File: src/mfb_pkg.sv
// ----------------------------------------------------------------------------
// mfb_pkg
// Shared constants, codes and control types of the monochrome frame buffer.
// ----------------------------------------------------------------------------
package mfb_pkg;

  localparam int PIXEL_ROWS        = 128;
  localparam int BYTES_PER_ROW     = 16;
  localparam int DISPLAY_ROW_PITCH = 32;

  localparam int STORE_BYTES = PIXEL_ROWS * BYTES_PER_ROW;
  localparam int MEM_AW      = $clog2(STORE_BYTES);
  localparam int ADDR_W      = MEM_AW + 1;
  localparam int CNT_W       = $clog2(BYTES_PER_ROW);

  localparam int ACTION_W = 2;
  localparam int ROW_W    = 7;
  localparam int COL_W    = 7;
  localparam int INDEX_W  = 11;
  localparam int BYTE_W   = 8;
  localparam int CURSOR_W = 16;
  localparam int CFG_IDX_W = 1;

  localparam logic [BYTE_W-1:0] CMD_CURSOR_LOW  = 8'h0A;
  localparam logic [BYTE_W-1:0] CMD_CURSOR_HIGH = 8'h0B;
  localparam logic [BYTE_W-1:0] CMD_DATA        = 8'h0C;

  localparam logic [CFG_IDX_W-1:0] CFG_INVERT  = 1'b0;
  localparam logic [CFG_IDX_W-1:0] CFG_REVERSE = 1'b1;

  typedef enum logic [ACTION_W-1:0] {
    ACT_PLACE = 2'd0,
    ACT_LOAD  = 2'd1,
    ACT_FLUSH = 2'd2,
    ACT_NOP   = 2'd3
  } action_e;

  typedef enum logic [3:0] {
    ST_CLEAR,
    ST_IDLE,
    ST_PLACE_RD,
    ST_PLACE_LO,
    ST_PLACE_HI,
    ST_LOAD,
    ST_FLUSH_LO,
    ST_FLUSH_HI,
    ST_FLUSH_DATA
  } state_e;

  typedef struct packed {
    logic capture;
    logic clr_wr;
    logic place_rd;
    logic place_lo;
    logic place_hi;
    logic load_wr;
    logic emit_lo;
    logic emit_hi;
    logic emit_data;
  } ctrl_cmd_t;

  typedef struct packed {
    logic clr_done;
    logic data_last;
  } dp_status_t;

endpackage

File: src/mfb_ctrl.sv
// ----------------------------------------------------------------------------
// mfb_ctrl
// Sequencer for clearing, place read-modify-write, load and row flush.
// ----------------------------------------------------------------------------
module mfb_ctrl
  import mfb_pkg::*;
(
  input  logic                clk_i,
  input  logic                rst_ni,
  input  logic                start_i,
  input  logic [ACTION_W-1:0] action_i,
  input  dp_status_t          status_i,
  output ctrl_cmd_t           cmd_o,
  output logic                busy_o
);

  state_e state_q, state_d;

  always_ff @(posedge clk_i or negedge rst_ni) begin
    if (!rst_ni) begin
      state_q <= ST_CLEAR;
    end else begin
      state_q <= state_d;
    end
  end

  always_comb begin
    state_d = state_q;
    cmd_o   = '0;
    unique case (state_q)
      ST_CLEAR: begin
        cmd_o.clr_wr = 1'b1;
        if (status_i.clr_done) begin
          state_d = ST_IDLE;
        end
      end
      ST_IDLE: begin
        if (start_i) begin
          cmd_o.capture = 1'b1;
          unique case (action_e'(action_i))
            ACT_PLACE: state_d = ST_PLACE_RD;
            ACT_LOAD:  state_d = ST_LOAD;
            ACT_FLUSH: state_d = ST_FLUSH_LO;
            ACT_NOP:   state_d = ST_IDLE;
            default:   state_d = ST_IDLE;
          endcase
        end
      end
      ST_PLACE_RD: begin
        cmd_o.place_rd = 1'b1;
        state_d        = ST_PLACE_LO;
      end
      ST_PLACE_LO: begin
        cmd_o.place_lo = 1'b1;
        state_d        = ST_PLACE_HI;
      end
      ST_PLACE_HI: begin
        cmd_o.place_hi = 1'b1;
        state_d        = ST_IDLE;
      end
      ST_LOAD: begin
        cmd_o.load_wr = 1'b1;
        state_d       = ST_IDLE;
      end
      ST_FLUSH_LO: begin
        cmd_o.emit_lo = 1'b1;
        state_d       = ST_FLUSH_HI;
      end
      ST_FLUSH_HI: begin
        cmd_o.emit_hi = 1'b1;
        state_d       = ST_FLUSH_DATA;
      end
      ST_FLUSH_DATA: begin
        cmd_o.emit_data = 1'b1;
        if (status_i.data_last) begin
          state_d = ST_IDLE;
        end
      end
      default: state_d = ST_IDLE;
    endcase
  end

  assign busy_o = (state_q != ST_IDLE);

  a_flush_ends: assert property (@(posedge clk_i) disable iff (!rst_ni)
    cmd_o.emit_data && status_i.data_last |=> state_q == ST_IDLE)
    else $error("flush did not return to idle after its last beat");

  a_place_seq: assert property (@(posedge clk_i) disable iff (!rst_ni)
    cmd_o.place_rd |=> cmd_o.place_lo ##1 cmd_o.place_hi)
    else $error("place read-modify-write sequence broken");

  a_clear_once: assert property (@(posedge clk_i) disable iff (!rst_ni)
    state_q != ST_CLEAR |=> state_q != ST_CLEAR)
    else $error("clearing pass reentered after completion");

endmodule

File: config.mk
export PLATFORM = sky130hd
export DESIGN_NAME = mfb_ctrl
export DESIGN_NICKNAME = d
export VERILOG_FILES = /design/src/mfb_pkg.sv /design/src/mfb_ctrl.sv
export SDC_FILE = /design/constraint.sdc
export NUM_CORES = 1
export LEC_CHECK = 0
export BUFFER_PORTS_ARGS = -buffer_cell sky130_fd_sc_hd__buf_2
export CAP_MARGIN = 20
export CORE_AREA = 2 2 39 41
export DETAILED_ROUTE_END_ITERATION = 12
export DIE_AREA = 0 0 41 43
export PLACE_DENSITY = 0.48
export RECOVER_POWER = 25
export SLEW_MARGIN = 20
export SYNTH_ARGS = -nofsm -noshare
export SYNTH_HDL_FRONTEND = slang
export SYNTH_SLANG_ARGS = --single-unit
File: constraint.sdc
create_clock -name clk_i -period 2.4 [get_ports clk_i]
set_clock_uncertainty 0.1 [all_clocks]
set_input_delay 0.12 -clock clk_i [delete_from_list [all_inputs] [get_ports clk_i]]
set_output_delay 0.12 -clock clk_i [all_outputs]
set_load 0.01 [all_outputs]
==> results.cfg <==
[detailed_routing]
drt_iter0_markers = 4
dr.pass1.iters = 3
num_vias = 366
drc = 0
routed_wirelength_um = 832
ant_nets = 0
wire_per_inst_um = 10.5
viasPerCell = 4.63

[clock_tree]
cts_max_level = 1
cts.path.max_buffers = 2
path_clk_slew_ps = 40
clkLatencyLatePin_ps = 240
cts_resized = 0
numCtsBuffers = 3
root_buffer = clkbuf_4
cts_tree = done
clkSinkCount = 4

[power]
power.clock.fraction = 0.171
powerDensity_mw_per_mm2 = 1010
power.internal_mw = 0.269
power.leakage_nw = 0.266
power_switching_mw = 0.217
seq_power_share = 0.319
ir_worst_vdd_v = 0.000299
p_comb_frac = 0.510
switching_share = 0.447

[floorplan]
initial_core_util = 0.267
die_w_um = 41
core_mm2 = 0.00138
ios = 17
die-area_mm2 = 0.00176
die_h_um = 43
row_count = 14

[grt]
grt_first_pass_wirelength_um = 1190
grt_pass1_vias = 267
grt_overflow = 0
grt_max_degree = 11
grtUsageTotal = 0.104
antenna_found_initial = 0

[setup_path]
end_kind = output port
reg2reg_depth = 2
crit_arrival_ps = 1530
worstSetupPathType = flop to output port
start_kind = flop
required_ps = 2180
crit_fanout = 10

[timing]
finalSetupViolations = 0
rsz0062_at_grt = no
hold_violations = 0
worstMarginPinSlew_ps = 333
period_share = 0.730
fin_tns_setup_ps = 0
max_freq_ghz = 0.571
drv_slew = 0
fin_crit_ps = 1750
slew_headroom = 0.778

[yosys]
synth.distinct_cells = 20
synth_nets = 57
avgSynthCellArea_um2 = 8.02
yosysTopAreaCell = dfrtp_1
yosysWarnings = 0
syn_area_um2 = 369
synth_cells = 46
synthTopCellsByArea = dfrtp_1, ha_1, nor2_1, nor3_1, inv_1
synth-seq-cells = 4
synth_top_area_frac = 0.271
yosysSeqAreaShare = 0.271

[cells_and_area]
antennaDiodeCount = 0
largestRegisters = state_q: 4 flops
drive_gt1_frac = 0.302
finalNonFillerCells = 79
layout_common_cells = buf_2, nor2_1, nor3_1, inv_1
area_growth_pct = 30.5
nets = 76
final_common_cell = buf_2
top_register = state_q
largest_reg_flops = 4

[place]
gp_congestion = 0.688
io_buffer_count = 16
dp_hpwl_um = 637
dpl.cell_count = 74

[status]
status = finished clean

[min_path]
min_path_cells = 2
hp-class = primary input to flop

[run]
maxCapViolCount = 0
-- critical path, stage by stage, from the launching register on --
cell	delay, ps
dfrtp_1	490
or4b_4	580
nor2_1	90
buf_2	130
-- area by class of cell --
type                       count  area, um2
fill                         158        902
multi-input combinational     33        221
sequential                     4        100
timing repair buffer          18       98.8
clock buffer                   3       22.5
tap                           16       20.0
inverter                       5       18.8
-- power groups by stage --
stage | logic, mW | clock network [mW] | registers [mW]
2_1_floorplan | 0.241 | 0 | 0.0986
3_3_place_gp | 0.247 | 0 | 0.154
3_5_place_dp | 0.244 | 0 | 0.152
4_1_cts | 0.248 | 0.0883 | 0.153
5_1_grt | 0.273 | 0.0897 | 0.161
6_report | 0.247 | 0.0831 | 0.155
-- stage by stage --
stage,utilization,power [mW],cell area [um2],hold WS (ps),setup slack [ps]
final,0.348,0.486,482,94.8,649
after global routing,0.348,0.524,482,103,550
after CTS,0.349,0.490,483,85.5,648
after detailed placement,0.318,0.396,440,-167,886
after global placement,0.318,0.401,440,-164,884
after floorplan,-,0.340,369,-276,880
-- synth_stat cells --
cell and n:
nor2_1 9, nor3_1 6, inv_1 5, dfrtp_1 4, ha_1 4, nand2_1 3, buf_2 2, a32oi_1 1
buf_4 1, buf_6 1, mux2i_1 1, nand2b_1 1, nor2b_1 1, nor4_1 1, o221a_1 1, o22ai_1 1
o41a_1 1, or2b_1 1, or4b_4 1, xor2_1 1
-- routing by layer --
metal	global-route usage	wire, um
met1	0.146	398
met2	0.125	392
met3	0.0157	40
met4	0.100	0
met5	0	0
-- repair_timing --
item,4_1_cts,5_1_grt
endpoints found under the setup margin,0,0
buffers inserted,0,0
hold buffers,2,0
endpoints found under the hold margin,5,0
-- cells by family after synthesis --
| group | count (synthesis) | synth area share |
|---|---|---|
| AND/OR/NAND/NOR | 23 | 0.312 |
| XOR/XNOR | 1 | 0.0237 |
| buffers and inverters | 9 | 0.129 |
| multiplexers | 1 | 0.0271 |
| AO/OA/AOI/OAI | 4 | 0.102 |
| flip-flops | 4 | 0.271 |
| adder cells (fa/ha/maj) | 4 | 0.136 |
-- worst paths after layout --
path                                             start  slack, ps                     end
max in group asynchronous                       rst_ni       1860  state_q[0]$_DFFE_PN0P_
worst max-delay path            state_q[3]$_DFFE_PN0P_        650                cmd_o[8]
worst min-delay path                           start_i         90  state_q[1]$_DFFE_PN0P_
worst max register to register  state_q[3]$_DFFE_PN0P_        860  state_q[1]$_DFFE_PN0P_
worst min register to register  state_q[3]$_DFFE_PN0P_        570  state_q[2]$_DFFE_PN0P_
min in group asynchronous                       rst_ni        150  state_q[3]$_DFFE_PN0P_
Note: power is estimated with default switching activity, not from simulation.
